===== config.mk =====
export PLATFORM = sky130hd
export DESIGN_NAME = nfc_response_frame_receiver_top
export DESIGN_NICKNAME = d
export VERILOG_FILES = /design/src/rtl/nfcrx_pkg.sv /design/src/rtl/nfc_response_frame_receiver_top.sv /design/src/rtl/nfcrx_ctrl.sv /design/src/rtl/nfcrx_dp.sv /design/src/rtl/nfcrx_outq.sv
export SDC_FILE = /design/constraint.sdc
export NUM_CORES = 1
export LEC_CHECK = 0
export BUFFER_PORTS_ARGS = -buffer_cell sky130_fd_sc_hd__buf_2
export CORE_UTILIZATION = 55
export CTS_BUF_LIST = sky130_fd_sc_hd__clkbuf_4 sky130_fd_sc_hd__clkbuf_8
export DETAILED_ROUTE_END_ITERATION = 16
export PLACE_DENSITY = 0.75
export SYNTH_ARGS = -nofsm -noshare
export SYNTH_HDL_FRONTEND = slang
export SYNTH_SLANG_ARGS = --single-unit

===== constraint.sdc =====
create_clock -name clk -period 9.1 [get_ports clk]
set_input_delay 0.91 -clock clk [delete_from_list [all_inputs] [get_ports clk]]
set_output_delay 0.91 -clock clk [all_outputs]
set_load 0.005 [all_outputs]

===== src/rtl/nfcrx_pkg.sv =====
// Shared types, codes and constants of the response frame receiver.
// No dependencies; every other file of the block refers to it by scoped name.
package nfcrx_pkg;

  localparam int BODY_BYTES_DEF = 64;
  localparam int MAX_PAYLOAD    = 61;

  localparam logic [7:0] RESP_TFI = 8'hD5;

  // request codes
  localparam logic [1:0] REQ_BYTE    = 2'd0;
  localparam logic [1:0] REQ_TIMEOUT = 2'd1;
  localparam logic [1:0] REQ_START   = 2'd2;

  // status codes
  localparam logic [3:0] STAT_OK         = 4'd0;
  localparam logic [3:0] STAT_ACK_SHORT  = 4'd1;
  localparam logic [3:0] STAT_ACK_BAD    = 4'd2;
  localparam logic [3:0] STAT_HDR_SHORT  = 4'd3;
  localparam logic [3:0] STAT_BAD_START  = 4'd4;
  localparam logic [3:0] STAT_LCS_BAD    = 4'd5;
  localparam logic [3:0] STAT_LEN_RANGE  = 4'd6;
  localparam logic [3:0] STAT_TOO_LONG   = 4'd7;
  localparam logic [3:0] STAT_BODY_SHORT = 4'd8;
  localparam logic [3:0] STAT_BAD_TFI    = 4'd9;
  localparam logic [3:0] STAT_BAD_DCS    = 4'd10;

  // ACK frame 00 00 FF 00 FF 00
  function automatic logic [7:0] ack_byte(input logic [2:0] idx);
    logic [7:0] val;
    case (idx)
      3'd2, 3'd4: val = 8'hFF;
      default:    val = 8'h00;
    endcase
    return val;
  endfunction

  typedef struct packed {
    logic       start;
    logic       ack_byte;
    logic       hdr_byte;
    logic       hdr_take;
    logic       body_byte;
    logic       drain_init;
    logic       rd_issue;
    logic       rd_load;
    logic       err_push;
    logic       empty_push;
    logic [3:0] err_code;
  } cmd_t;

  typedef struct packed {
    logic       ack_last;
    logic       ack_bad;
    logic       hdr_last;
    logic [3:0] hdr_code;
    logic       body_last;
    logic [3:0] fin_code;
    logic       plen_zero;
    logic       drain_last;
  } stat_t;

  typedef struct packed {
    logic [3:0] status;
    logic [7:0] payload_byte;
    logic       byte_valid;
    logic [5:0] data_len;
    logic       last;
  } res_t;

endpackage


===== src/rtl/nfc_response_frame_receiver_top.sv =====
// Reader response frame receiver: controller, datapath and result buffer.
// Depends on nfcrx_pkg, nfcrx_ctrl, nfcrx_dp and nfcrx_outq.
//
// A start request arms one reception and latches max_payload; a byte request
// delivers one received byte, a timeout request closes the reception with a
// short-read status. With ack_first set the six-byte ACK frame is checked
// first, then a five-byte header with start code 00 00 FF or 00 FF, LEN and
// LCS, then TFI, data, DCS and postamble are buffered in the body memory.
// Only a frame with good LCS, length, TFI 0xD5 and DCS releases its payload,
// one result per byte, in order, the last flagged by last; an empty payload
// gives one ok result with byte_valid low. Any failure gives a single status
// result with last set. The fifth header byte is followed by a stall
// while the header is evaluated, and the final body byte by one for the
// TFI and DCS check. The payload is then read out of the body memory
// (one write port, one registered read port) byte by byte: a read, a load of
// the registered read data, then a wait while the result leaves the holding
// slot, so the request side stays stalled for the whole read-out. Results
// pass through a holding slot and an output register, so one finished
// result may wait on out_stall while further requests are taken. The
// ack_first register (reset 1) is always writable and is sampled on start
// requests; cfg_ready is always high.
module nfc_response_frame_receiver_top #(
  parameter int BODY_BYTES = nfcrx_pkg::BODY_BYTES_DEF
) (
  input  logic       clk,
  input  logic       rst,
  // request channel
  input  logic       in_valid,
  output logic       in_stall,
  input  logic [1:0] req_type,
  input  logic [7:0] rx_byte,
  input  logic [5:0] max_payload,
  // result channel
  output logic       out_valid,
  input  logic       out_stall,
  output logic [3:0] status,
  output logic [7:0] payload_byte,
  output logic       byte_valid,
  output logic [5:0] data_len,
  output logic       last,
  // configuration write channel
  input  logic       cfg_valid,
  output logic       cfg_ready,
  input  logic       cfg_data
);

  nfcrx_pkg::cmd_t  cmd;
  nfcrx_pkg::stat_t stat;
  nfcrx_pkg::res_t  push_res;
  nfcrx_pkg::res_t  out_res;
  logic             push;
  logic             res_free;

  assign cfg_ready = 1'b1;

  nfcrx_ctrl u_ctrl (
    .clk       (clk),
    .rst       (rst),
    .in_valid  (in_valid),
    .in_stall  (in_stall),
    .req_type  (req_type),
    .cfg_valid (cfg_valid),
    .cfg_data  (cfg_data),
    .res_free  (res_free),
    .stat      (stat),
    .cmd       (cmd)
  );

  nfcrx_dp #(
    .BODY_BYTES (BODY_BYTES)
  ) u_dp (
    .clk         (clk),
    .rst         (rst),
    .rx_byte     (rx_byte),
    .max_payload (max_payload),
    .cmd         (cmd),
    .stat        (stat),
    .push        (push),
    .push_res    (push_res)
  );

  nfcrx_outq u_outq (
    .clk       (clk),
    .rst       (rst),
    .push      (push),
    .push_res  (push_res),
    .res_free  (res_free),
    .out_valid (out_valid),
    .out_stall (out_stall),
    .out_res   (out_res)
  );

  // hand the buffered result out on separate ports
  assign status       = out_res.status;
  assign payload_byte = out_res.payload_byte;
  assign byte_valid   = out_res.byte_valid;
  assign data_len     = out_res.data_len;
  assign last         = out_res.last;

endmodule


===== src/rtl/nfcrx_ctrl.sv =====
// Reception controller: phase sequencing, request acceptance and ack_first register.
// Depends on nfcrx_pkg; drives the datapath through nfcrx_pkg::cmd_t.
module nfcrx_ctrl (
  input  logic                 clk,
  input  logic                 rst,
  input  logic                 in_valid,
  output logic                 in_stall,
  input  logic [1:0]           req_type,
  input  logic                 cfg_valid,
  input  logic                 cfg_data,
  input  logic                 res_free,
  input  nfcrx_pkg::stat_t     stat,
  output nfcrx_pkg::cmd_t      cmd
);

  typedef enum logic [6:0] {
    ST_IDLE = 7'b0000001,
    ST_ACK  = 7'b0000010,
    ST_HDR  = 7'b0000100,
    ST_BODY = 7'b0001000,
    ST_EVAL = 7'b0010000,
    ST_FIN  = 7'b0100000,
    ST_READ = 7'b1000000
  } state_t;

  state_t state, state_next;
  logic   ack_first;
  logic   loading;
  logic   loading_next;
  logic   accepting;
  logic   acc;

  always_ff @(posedge clk) begin
    if (rst) begin
      state     <= ST_IDLE;
      ack_first <= 1'b1;
      loading   <= 1'b0;
    end else begin
      state   <= state_next;
      loading <= loading_next;
      if (cfg_valid) begin
        ack_first <= cfg_data;
      end
    end
  end

  always_comb begin
    accepting = (state inside {ST_IDLE, ST_ACK, ST_HDR, ST_BODY});
    in_stall  = !(accepting && res_free);
    acc       = in_valid && !in_stall;
  end

  always_comb begin
    cmd          = '0;
    state_next   = state;
    loading_next = 1'b0;
    case (state)
      ST_IDLE: begin
        if (acc && req_type == nfcrx_pkg::REQ_START) begin
          cmd.start  = 1'b1;
          state_next = ack_first ? ST_ACK : ST_HDR;
        end
      end
      ST_ACK, ST_HDR, ST_BODY: begin
        if (acc) begin
          if (req_type == nfcrx_pkg::REQ_START) begin
            cmd.start  = 1'b1;
            state_next = ack_first ? ST_ACK : ST_HDR;
          end else if (req_type == nfcrx_pkg::REQ_TIMEOUT) begin
            cmd.err_push = 1'b1;
            state_next   = ST_IDLE;
            if (state == ST_ACK) begin
              cmd.err_code = nfcrx_pkg::STAT_ACK_SHORT;
            end else if (state == ST_HDR) begin
              cmd.err_code = nfcrx_pkg::STAT_HDR_SHORT;
            end else begin
              cmd.err_code = nfcrx_pkg::STAT_BODY_SHORT;
            end
          end else if (req_type == nfcrx_pkg::REQ_BYTE) begin
            if (state == ST_ACK) begin
              cmd.ack_byte = 1'b1;
              if (stat.ack_last) begin
                if (stat.ack_bad) begin
                  cmd.err_push = 1'b1;
                  cmd.err_code = nfcrx_pkg::STAT_ACK_BAD;
                  state_next   = ST_IDLE;
                end else begin
                  state_next = ST_HDR;
                end
              end
            end else if (state == ST_HDR) begin
              cmd.hdr_byte = 1'b1;
              if (stat.hdr_last) begin
                state_next = ST_EVAL;
              end
            end else begin
              cmd.body_byte = 1'b1;
              if (stat.body_last) begin
                state_next = ST_FIN;
              end
            end
          end
        end
      end
      ST_EVAL: begin
        if (res_free) begin
          if (stat.hdr_code == nfcrx_pkg::STAT_OK) begin
            cmd.hdr_take = 1'b1;
            state_next   = ST_BODY;
          end else begin
            cmd.err_push = 1'b1;
            cmd.err_code = stat.hdr_code;
            state_next   = ST_IDLE;
          end
        end
      end
      ST_FIN: begin
        if (res_free) begin
          if (stat.fin_code != nfcrx_pkg::STAT_OK) begin
            cmd.err_push = 1'b1;
            cmd.err_code = stat.fin_code;
            state_next   = ST_IDLE;
          end else if (stat.plen_zero) begin
            cmd.empty_push = 1'b1;
            state_next     = ST_IDLE;
          end else begin
            cmd.drain_init = 1'b1;
            state_next     = ST_READ;
          end
        end
      end
      ST_READ: begin
        // loading: read data for the previous issue is on the memory output
        if (loading) begin
          cmd.rd_load = 1'b1;
          if (stat.drain_last) begin
            state_next = ST_IDLE;
          end
        end else if (res_free) begin
          cmd.rd_issue = 1'b1;
          loading_next = 1'b1;
        end
      end
      default: begin
        state_next = ST_IDLE;
      end
    endcase
  end

  a_push_free: assert property (@(posedge clk) disable iff (rst)
    (cmd.err_push || cmd.empty_push || cmd.rd_load) |-> res_free)
    else $error("result pushed while result slot occupied");

  a_timeout_ends: assert property (@(posedge clk) disable iff (rst)
    (acc && req_type == nfcrx_pkg::REQ_TIMEOUT && state != ST_IDLE) |=> (state == ST_IDLE))
    else $error("timeout did not end the reception");

  a_load_after_issue: assert property (@(posedge clk) disable iff (rst)
    cmd.rd_load |-> $past(cmd.rd_issue))
    else $error("payload load without a preceding read");

endmodule


===== src/rtl/nfcrx_dp.sv =====
// Reception datapath: counters, checksums, header bytes, body memory and result forming.
// Depends on nfcrx_pkg; obeys nfcrx_pkg::cmd_t and reports nfcrx_pkg::stat_t.
module nfcrx_dp #(
  parameter int BODY_BYTES = nfcrx_pkg::BODY_BYTES_DEF
) (
  input  logic              clk,
  input  logic              rst,
  input  logic [7:0]        rx_byte,
  input  logic [5:0]        max_payload,
  input  nfcrx_pkg::cmd_t   cmd,
  output nfcrx_pkg::stat_t  stat,
  output logic              push,
  output nfcrx_pkg::res_t   push_res
);

  localparam int AW = $clog2(BODY_BYTES);

  logic [5:0]    byte_index;
  logic [7:0]    frame_len;
  logic [7:0]    running_sum;
  logic [5:0]    limit_latched;
  logic [7:0]    tfi;
  logic [5:0]    drain_cnt;
  logic [7:0]    hdr [5];
  logic [7:0]    body_mem [BODY_BYTES];
  logic [7:0]    rdata;

  logic          long_form;
  logic          short_form;
  logic [7:0]    len;
  logic [7:0]    lcs;
  logic [7:0]    lcs_sum;
  logic [5:0]    plen;
  logic [8:0]    len_limit;
  logic [9:0]    len_room;

  always_comb begin
    long_form  = hdr[0] == 8'h00 && hdr[1] == 8'h00 && hdr[2] == 8'hFF;
    short_form = !long_form && hdr[0] == 8'h00 && hdr[1] == 8'hFF;
    len        = long_form ? hdr[3] : hdr[2];
    lcs        = long_form ? hdr[4] : hdr[3];
    lcs_sum    = len + lcs;
    len_limit  = {3'b000, limit_latched} + 9'd1;
    len_room   = {2'b00, len} + 10'd2;
    plen       = 6'(frame_len - 8'd1);

    stat.ack_last = byte_index == 6'd5;
    stat.ack_bad  = (running_sum != 8'd0) ||
                    (rx_byte != nfcrx_pkg::ack_byte(byte_index[2:0]));
    stat.hdr_last = byte_index == 6'd4;

    if (!(long_form || short_form)) begin
      stat.hdr_code = nfcrx_pkg::STAT_BAD_START;
    end else if (lcs_sum != 8'd0) begin
      stat.hdr_code = nfcrx_pkg::STAT_LCS_BAD;
    end else if (len == 8'd0 || {1'b0, len} > len_limit) begin
      stat.hdr_code = nfcrx_pkg::STAT_LEN_RANGE;
    end else if (len_room > 10'(BODY_BYTES) || (len - 8'd1) > 8'(nfcrx_pkg::MAX_PAYLOAD)) begin
      stat.hdr_code = nfcrx_pkg::STAT_TOO_LONG;
    end else begin
      stat.hdr_code = nfcrx_pkg::STAT_OK;
    end

    stat.body_last = {2'b00, byte_index} == frame_len + 8'd1;

    if (tfi != nfcrx_pkg::RESP_TFI) begin
      stat.fin_code = nfcrx_pkg::STAT_BAD_TFI;
    end else if (running_sum != 8'd0) begin
      stat.fin_code = nfcrx_pkg::STAT_BAD_DCS;
    end else begin
      stat.fin_code = nfcrx_pkg::STAT_OK;
    end

    stat.plen_zero  = plen == 6'd0;
    stat.drain_last = drain_cnt == plen - 6'd1;
  end

  always_ff @(posedge clk) begin
    if (rst) begin
      byte_index    <= '0;
      frame_len     <= '0;
      running_sum   <= '0;
      limit_latched <= '0;
      drain_cnt     <= '0;
    end else begin
      if (cmd.start) begin
        limit_latched <= max_payload;
        byte_index    <= '0;
        frame_len     <= '0;
        running_sum   <= '0;
      end else if (cmd.ack_byte) begin
        if (stat.ack_last) begin
          byte_index  <= '0;
          running_sum <= '0;
        end else begin
          byte_index <= byte_index + 6'd1;
          if (stat.ack_bad) begin
            running_sum <= 8'd1;
          end
        end
      end else if (cmd.hdr_byte) begin
        byte_index <= byte_index + 6'd1;
      end else if (cmd.hdr_take) begin
        frame_len <= len;
        if (short_form) begin
          running_sum <= hdr[4];
          byte_index  <= 6'd1;
        end else begin
          running_sum <= '0;
          byte_index  <= '0;
        end
      end else if (cmd.body_byte) begin
        if ({2'b00, byte_index} <= frame_len) begin
          running_sum <= running_sum + rx_byte;
        end
        byte_index <= byte_index + 6'd1;
      end
      if (cmd.drain_init) begin
        drain_cnt <= '0;
      end else if (cmd.rd_load) begin
        drain_cnt <= drain_cnt + 6'd1;
      end
    end
  end

  // header bytes and the TFI hold no reset
  always_ff @(posedge clk) begin
    if (cmd.hdr_byte) begin
      hdr[byte_index[2:0]] <= rx_byte;
    end
    if (cmd.hdr_take && short_form) begin
      tfi <= hdr[4];
    end else if (cmd.body_byte && byte_index == 6'd0) begin
      tfi <= rx_byte;
    end
  end

  // body memory: one write port, one registered read port
  always_ff @(posedge clk) begin
    if (cmd.body_byte) begin
      body_mem[AW'(byte_index)] <= rx_byte;
    end
    if (cmd.rd_issue) begin
      rdata <= body_mem[AW'(drain_cnt + 6'd1)];
    end
  end

  always_comb begin
    push     = cmd.err_push || cmd.empty_push || cmd.rd_load;
    push_res = '0;
    push_res.last = 1'b1;
    if (cmd.err_push) begin
      push_res.status = cmd.err_code;
    end else if (cmd.rd_load) begin
      push_res.status       = nfcrx_pkg::STAT_OK;
      push_res.payload_byte = rdata;
      push_res.byte_valid   = 1'b1;
      push_res.data_len     = plen;
      push_res.last         = stat.drain_last;
    end
  end

endmodule


===== src/rtl/nfcrx_outq.sv =====
// Two-deep result buffer: a holding slot in front of the output register.
// Depends on nfcrx_pkg for the result type.
module nfcrx_outq (
  input  logic             clk,
  input  logic             rst,
  input  logic             push,
  input  nfcrx_pkg::res_t  push_res,
  output logic             res_free,
  output logic             out_valid,
  input  logic             out_stall,
  output nfcrx_pkg::res_t  out_res
);

  logic            res_valid;
  nfcrx_pkg::res_t res_hold;
  logic            out_load;

  assign res_free = !res_valid;
  assign out_load = res_valid && (!out_valid || !out_stall);

  always_ff @(posedge clk) begin
    if (rst) begin
      res_valid <= 1'b0;
      out_valid <= 1'b0;
    end else begin
      if (push) begin
        res_valid <= 1'b1;
      end else if (out_load) begin
        res_valid <= 1'b0;
      end
      if (out_load) begin
        out_valid <= 1'b1;
      end else if (!out_stall) begin
        out_valid <= 1'b0;
      end
    end
  end

  always_ff @(posedge clk) begin
    if (push) begin
      res_hold <= push_res;
    end
    if (out_load) begin
      out_res <= res_hold;
    end
  end

endmodule

==> impl_metrics.env <==
export IMPL_status="finished clean"
export IMPL_swShare=0.215
export IMPL_seqPwrFrac=0.554
export IMPL_async_reset_ff_frac=0
export IMPL_cts_sinks=653
export IMPL_critical_path_max_fanout=20
export IMPL_critPathLaunchType="flip-flop"
export IMPL_vias=14700
export IMPL_slew_headroom=0.131
export IMPL_io_buffer_count=43
export IMPL_syn_cell_area_mm2=0.0274
export IMPL_synth_avg_cell_area_um2=17.4
export IMPL_cts_path_max_buffers=3
export IMPL_setup_tns_ns=0
export IMPL_power_mw=5.94
export IMPL_postCtsHoldBufs=0
export IMPL_r2r_start="u_dp.hdr[1][1]"
export IMPL_antenna_found_initial=1
export IMPL_fmax_mhz=186
export IMPL_irDropWorstVdd_v=0.000134
export IMPL_initial_core_util=0.559
export IMPL_die_x_um=225
export IMPL_layout_common_cells="608 x edfxtp_1, 168 x mux4_2, 115 x nor2_1"
export IMPL_critPathKind="reg2reg"
export IMPL_grt_pass1_vias=14400
export IMPL_syn_instance_count=1580
export IMPL_yosysWarnings=0
export IMPL_drtAntennaViolNets=0
export IMPL_drive_gt1_frac=0.234
export IMPL_place_gp_congestion=0.874
export IMPL_syn_to_final_growth_pct=10.8
export IMPL_endpoint_kind="flip-flop"
export IMPL_htreeDepth=3
export IMPL_track_usage=0.241
export IMPL_avgViaCountPerCell=6.10
export IMPL_crit_start="u_dp.hdr[1][1]"
export IMPL_row_count=81
export IMPL_root_buffer="clkbuf_8"
export IMPL_power_density_mw_per_mm2=196
export IMPL_p_int_mw=4.66
export IMPL_post_cts_buffers=0
export IMPL_dpl_hpwl_um=36300
export IMPL_clock_power_share=0.413
export IMPL_drv_slew=0
export IMPL_timing_hold_ws_ns=0.417
export IMPL_synth_seq_cells=653
export IMPL_finClkSkew_ns=0.0419
export IMPL_rsz0062_at_grt="no"
export IMPL_drtIter0Drc=1681
export IMPL_leakage_nw=9.78
export IMPL_clk_latency_ns=0.71
export IMPL_core_mm2=0.0491
export IMPL_switchingPower_mw=1.28
export IMPL_cap_violations=0
export IMPL_drc=0
export IMPL_fin_util=0.619
export IMPL_synth_ff_type="edfxtp_1"
export IMPL_die_h_um=225
export IMPL_routedWlPerCell_um=24.4
export IMPL_hold_path_class="reg2reg"
export IMPL_grt_overflow=0
export IMPL_worstHoldPathCells=0
export IMPL_syn_num_nets=1644
export IMPL_place_inst=2228
export IMPL_synth_edff_count=608
export IMPL_clk_pin_slew_ns=0.06
export IMPL_grt_pass1_wl_um=89500
export IMPL_cts_resized=0
export IMPL_postRouteWirelength_um=59000
export IMPL_min_period_ns=5.39
export IMPL_nets=1731
export IMPL_final_cells=2417
export IMPL_first_pass_iters=5
export IMPL_crit_required_ns=9.29
export IMPL_setup_viol=0
export IMPL_io_pins=45
export IMPL_layout_commonest_cell="edfxtp_1"
export IMPL_hold_viol=0
export IMPL_ys_types=77
export IMPL_holdCritStartpoint="u_outq.res_hold[3]"
export IMPL_die_area_mm2=0.0508
export IMPL_reg2reg_depth=18
export IMPL_cts_tree="done"
export IMPL_period_share=0.592
export IMPL_ys_seq_area_frac=0.698
export IMPL_crit_arrival_ns=5.58
export IMPL_p_comb_frac=0.033
export IMPL_worstMarginPinSlew_ns=1.29
export IMPL_grt_start_max_net_pins=111
export IMPL_cts_buffers=101
[worst paths after layout]
kind / end / slack (ns)
max: u_outq.res_hold[19] / 3.71
min: u_outq.out_res[3] / 0.42
max reg2reg: u_outq.res_hold[19] / 3.71
min reg2reg: u_outq.out_res[3] / 0.42
[power by group through the flow]
stage / registers, mW / clock network (mW) / logic, mW
after floorplan: 3.35 / 0 / 0.109
after global placement: 3.36 / 0 / 0.189
after detailed placement: 3.36 / 0 / 0.193
after CTS: 3.29 / 2.49 / 0.194
after global routing: 3.29 / 2.62 / 0.214
final: 3.29 / 2.45 / 0.195
[state kept, by name (all words and copies together) (netlist names), 8 cells and up]
| name | flops |
|---|---|
| u_dp.body_mem | 512 |
| u_dp.rdata | 8 |
| u_dp.frame_len | 8 |
| u_outq.res_hold | 20 |
| u_dp.tfi | 8 |
| u_dp.hdr | 40 |
| u_dp.running_sum | 8 |
| u_outq.out_res | 20 |
[per-layer routing]
layer	track usage	vias to the layer above	routed length, µm
li1	-	6497	-
met1	0.350	7512	24500
met2	0.376	648	28800
met3	0.0416	80	4710
met4	0.0740	0	982
met5	0	-	0
[Yosys cell counts (14+ instances only)]
cell      count  area share
edfxtp_1    608        0.67
nand3_1      43      0.0078
a211oi_1     14      0.0038
nor2b_1      14      0.0032
mux4_2      168        0.14
clkbuf_1     49      0.0067
xnor2_1      26      0.0083
nor2_1      115       0.016
buf_1        15      0.0021
ha_1         40       0.018
a21oi_1      46      0.0084
nor3_1       16      0.0029
and2_1       15      0.0034
dfxtp_1      45       0.033
o21ai_0      23      0.0042
nand2_1     106       0.015
inv_1        31      0.0042
xor2_1       20      0.0064
[stage by stage]
stage          setup WS [ns]  cell area [µm²]
6_report                3.71            30400
5_1_grt                 3.21            30400
4_1_cts                 3.79            30400
3_5_place_dp            3.83            28300
3_3_place_gp            4.07            28300
2_1_floorplan           4.73            27400
[final cells by class]
type                            count  area [µm²]
Antenna cell                        1        2.50
Clock buffer                      131        1620
Clock inverter                     57         417
Fill cell                        3471       18700
Inverter                           31         116
Multi-Input combinational cell    821        7890
Sequential cell                   653       19200
Tap cell                          664         831
Timing Repair Buffer               59         348
[cells by family after synthesis]
group           Yosys count  share of synthesized area
mux                     178                      0.142
compound gates          153                     0.0379
flops                   653                      0.698
other cells               1                   0.000137
fa+ha+maj                42                     0.0197
xor+xnor                 46                     0.0147
simple gates            401                     0.0718
buf+inv                 106                     0.0157
[worst max-delay path, stage by stage, from the launching register on]
cell,delay (ns)
edfxtp_1,0.42
nor4b_1,0.42
nand4_1,0.18
nor2_1,0.69
mux2i_1,0.45
inv_1,0.14
ha_1,0.27
inv_1,0.09
fa_1,0.23
nand2b_1,0.11
a21oi_1,0.20
xor2_1,0.16
nand4b_1,0.13
a211o_1,0.26
nor2_1,0.10
o2111a_1,0.21
nand3_1,0.11
nand2_1,0.14
nand3_1,0.58
No activity file was read; power rests on OpenSTA's default activity.
